<file path="src/sv/rfpf_ram.sv">
`default_nettype none

module rfpf_ram #(
	parameter int WIDTH = 8,
	parameter int DEPTH = 16,
	localparam int AW = (DEPTH > 1) ? $clog2(DEPTH) : 1
) (
	input  wire logic             clk,
	input  wire logic             we,
	input  wire logic [AW-1:0]    waddr,
	input  wire logic [WIDTH-1:0] wdata,
	input  wire logic             re,
	input  wire logic [AW-1:0]    raddr,
	output      logic [WIDTH-1:0] rdata
);

	logic [WIDTH-1:0] mem [DEPTH];

	always_ff @(posedge clk) begin
		if (we) begin
			mem[waddr] <= wdata;
		end
		if (re) begin
			rdata <= mem[raddr];
		end
	end

endmodule

`default_nettype wire

</file>
<file path="config.mk">
export PLATFORM = sky130hd
export DESIGN_NAME = rfpf_ram
export DESIGN_NICKNAME = d
export VERILOG_FILES = /design/src/sv/rfpf_ram.sv
export SDC_FILE = /design/constraint.sdc
export NUM_CORES = 1
export LEC_CHECK = 0
export ABC_AREA = 0
export BUFFER_PORTS_ARGS = -buffer_cell sky130_fd_sc_hd__clkbuf_2
export CORE_ASPECT_RATIO = 1.75
export CORE_MARGIN = 2
export CORE_UTILIZATION = 45
export CTS_CLUSTER_DIAMETER = 50
export DETAILED_ROUTE_END_ITERATION = 10
export GPL_ROUTABILITY_DRIVEN = 0
export PLACE_DENSITY = 0.76
export SKIP_CTS_REPAIR_TIMING = 1
export SLEW_MARGIN = 20
export SYNTH_ARGS = -nofsm -noshare
export SYNTH_HDL_FRONTEND = slang
export SYNTH_SLANG_ARGS = --single-unit
</file>
<file path="constraint.sdc">
create_clock -name clk -period 1.9 [get_ports clk]
set_clock_uncertainty 0.2 [all_clocks]
set_input_delay 0.19 -clock clk [delete_from_list [all_inputs] [get_ports clk]]
set_output_delay 0.19 -clock clk [all_outputs]
set_load 0.1 [all_outputs]
</file>
* Word level (Yosys, flattened, before mapping)
Memory sizes are Yosys's and may differ from the RTL's. A register that Yosys moved wholly into a read port is not among the register bits. Cells that the tools add are included. W data, S select, Z words.
Word-level totals: output and inout bits 8, RAM bits 128, register bits after elaboration 0, latch bits 0, input bits 19, word-level logic and storage cells 3, memory bits (read-only) 0, memories 1
Memory list:
- mem | depth 16, bits a word 8, rd ports 1, clocked after memory_dff 1, write ports 1, RTL line 17 | logic [WIDTH-1:0] mem [DEPTH];
Operators by class: muxes and demuxes 2, shifts and indexed selects 0, order comparisons 0, add/sub/neg operators 0, eq/ne operators 0, bitwise gates (word level) 0, reduce and logical (&&, ||, !) cells 0, multipliers 0, div/mod/pow operators 0
Operator list (count):
- $mux W1 | 2

* Longest topological paths before layout
depth after elaboration 2, depth in mapped cells 5, gate-level depth less buffers 3

* Worst setup path after synthesis
No wires, ideal clock.
path type input -> register, start point input port waddr[2], end point memory mem[0][0], enable pin, arrival 1.300 ns, buffers on the path 0, slack 0.017 ns, setup time 0.383 ns, stages on the path 2, required time 1.317 ns, cells stage by stage or3b_2 > nor3_1
RTL lines:
- start, declared | RTL line 10 | input wire logic [AW-1:0] waddr,
- end, declared | RTL line 17
No word-level cell before the write port.

==> summary.txt <==
Logic synthesis
  – Synth unique cells: 18
  – Flop and latch count out of synthesis: roughly 140
  – Netlist Area Pre-Place: 5230 sq um
  – Synth area leaders: edfxtp_1, mux4_2, mux4_1
  – Post-synthesis simple-gate area fraction: under 10%
  – Main combinational cell family by area after synthesis: multiplexers
  – Post-synthesis sequential area ratio: about four fifths
  – Cell count after synthesis: approximately 230
  – Synth Warn #: 0
  – XOR/XNOR Fraction of Synth Area: 0%
  – Syn Nets: about 250
  – Post-synth top area cell: edfxtp_1
  – Syn_area_per_cell: about 23 sq um
  – Yosys top cell area share: between 70% and 80%
  – Compound-Gate Fraction of Synth Area: under 10%
  – Mux contribution to synthesized area: 14.8%
  – Adder-cell share of the synthesized area: 0%

Global route
  – GRT Total Usage: approximately 17%
  – Initial antenna violation count: 0
  – Gr ovfl total: 0
  – First-pass GRT wire length: around 15000 um
  – GR Util met1: approximately 20%
  – Grt met2 use: 30.4%
  – GRT Max-Usage Layer: met2
  – Vias in the first global route: ~2700
  – Largest net degree at the start of global routing: 24
  – Met3 Usage GRT: 3.96%

Floorplanning
  – Area of the core: 11500 sq um
  – FP Rows: between 50 and 60
  – DIE HEIGHT: between 100 and 150 um
  – Die area: roughly 13000 sq um
  – I/O Pins: 27
  – Die Wd: approximately 85 um
  – Initial Utilization: a little under half

Critical path
  – Data arrival, critical path: between 1.5 and 2 ns
  – CP Capture Type: flop
  – CP Class: flop to flop
  – Critical path peak fanout: 1
  – CP startpoint kind: flop
  – Worst EP required: around 1.9 ns

Clock tree
  – CTS Buffer Depth: 2
  – # clock sinks: around 140
  – H-Tree Depth: 4
  – Clock transition at path regs: around 0.06 ns
  – Clock root cell: clkbuf_16
  – Worst skew pair latency: a little over 0.4 ns
  – CTS Buf Count: 17
  – CTS tree: yes

Drt
  – Routed via count: 2484
  – DRC: 0
  – Pre-Repair DR Iteration Count: 4
  – DR iter-0 viols: around 180
  – Avg WL per Cell: roughly 23 um
  – Final WL: ~10000 um
  – Vias/cell: 5.71
  – Post-DRT Antenna Nets: 0

Layout
  – Design Area, Final: 6290 sq um
  – Layout area overhead: 20.4%
  – Share of cells above drive strength 1: 32.3%
  – Nets: around 310
  – Diode count: 0

Power and ir drop
  – Pwr/cell area: 1160 nW/um^2
  – Static leakage: 2.15 nW
  – VDD IR-drop max: approximately 0.67 mV

Place
  – Post-detail-place hpwl: between 6000 and 7000 um
  – I/O Buffers: 26
  – Place WS: -0.0209 ns
  – Area post-placement: around 5700 sq um

Timing
  – Final hold violation count: 22
  – Final setup fails: 0
  – Fmax: about 0.59 GHz
  – Worst-margin pin slew: about 0.56 ns
  – Tmin final: around 1.7 ns
  – Pins over their slew limit: 0
  – Fin crit share: about nine tenths
  – RSZ-0062 raised after global routing: no
  – Worst rel slew slack: roughly 63%
  – Min Hold Slack: -0.0156 ns
  – Post-route setup slack: between 0.15 and 0.2 ns

Flow run
  – MaxCap Viol Count: 0

Run status
  – Failing checks: hold timing
  – Status: complete, but fails checks

Hold path
  – HP Class: primary input to flop
metrics by stage:
stage / cells / hold WS, ns / TNS [ns] / util [%] / power, mW
after global routing: 435 / 0.0210 / 0 / 55.0 / 7.47
after detailed placement: 403 / 0.402 / -0.0560 / 49.3 / 3.88
after CTS: 434 / -0.0277 / 0 / 54.9 / 7.33
final: 435 / -0.0156 / 0 / 55.0 / 7.27
after global placement: 403 / 0.394 / -0.0116 / 49.3 / 3.87
after floorplan: 229 / 0.0889 / 0 / - / 3.73
worst paths after layout:
path              from        end  slack (ns)  cells after the start
max          mem[8][3]   rdata[3]        0.19                      3
min           wdata[5]  mem[5][5]       -0.02                      1
max reg2reg  mem[8][3]   rdata[3]        0.19                      3
min reg2reg  mem[7][2]   rdata[2]        0.55                      3
logic make-up after synthesis:
| kind of cell | Yosys count |
|---|---|
| DFF | 136 |
| and+or+nand+nor | 35 |
| muxes | 32 |
| AOI/OAI and AO/OA | 16 |
| buffers and inverters | 10 |
synth_stat cells:
cell,instances
edfxtp_1,136
mux4_2,18
a22oi_1,16
mux4_1,14
nor2_1,13
nand2_1,9
nor3_1,4
buf_2,3
buf_6,3
clkdlybuf4s25_2,3
nand2b_1,2
nand3b_1,2
and2_1,1
and2b_1,1
buf_4,1
nand3_1,1
nor2b_1,1
or3b_2,1
power by group:
group	switching [mW]	internal, mW
clock network	1.14	2.31
registers	0.0174	3.38
logic	0.279	0.141
total	1.44	5.83
worst max-delay path, stage by stage (launching register included):
cell      delay [ns]
edfxtp_1        0.36
mux4_1          0.52
a22oi_1         0.29
nand2_1         0.08
state kept, by name, indices dropped and copies added (netlist names):
signal  count
rdata       8
mem       128
final cells by class:
type	count	area (sq um)
Fill cell	847	5160
Sequential cell	136	4080
Multi-Input combinational cell	83	1060
Clock buffer	18	429
Timing Repair Buffer	50	350
Clock inverter	13	204
Tap cell	135	169
routing by layer:
metal / vias to the layer above / share of wire (%)
met5: - / 0
li1: 1097 / -
met3: 16 / 3.8
met4: 0 / 2.5
met1: 1285 / 37
met2: 86 / 57
cell usage in the layout, fill, tap and decap left out, types with 2 or more instances in the layout:
cell type   Yosys  routed
edfxtp_1      136     136
nand2b_1        2       2
clkinvlp_4      0       3
nand2_1         9       9
clkinv_4        0       2
mux4_2         18      18
clkinv_2        0       2
buf_4           1      20
nand3b_1        2       2
nor3_1          4       4
clkbuf_16       0      17
buf_12          0       3
mux4_1         14      14
clkbuf_2        0      26
nor2_1         13      13
a22oi_1        16      16
bufinv_16       0       5
Power figures use the tool's default switching activity.
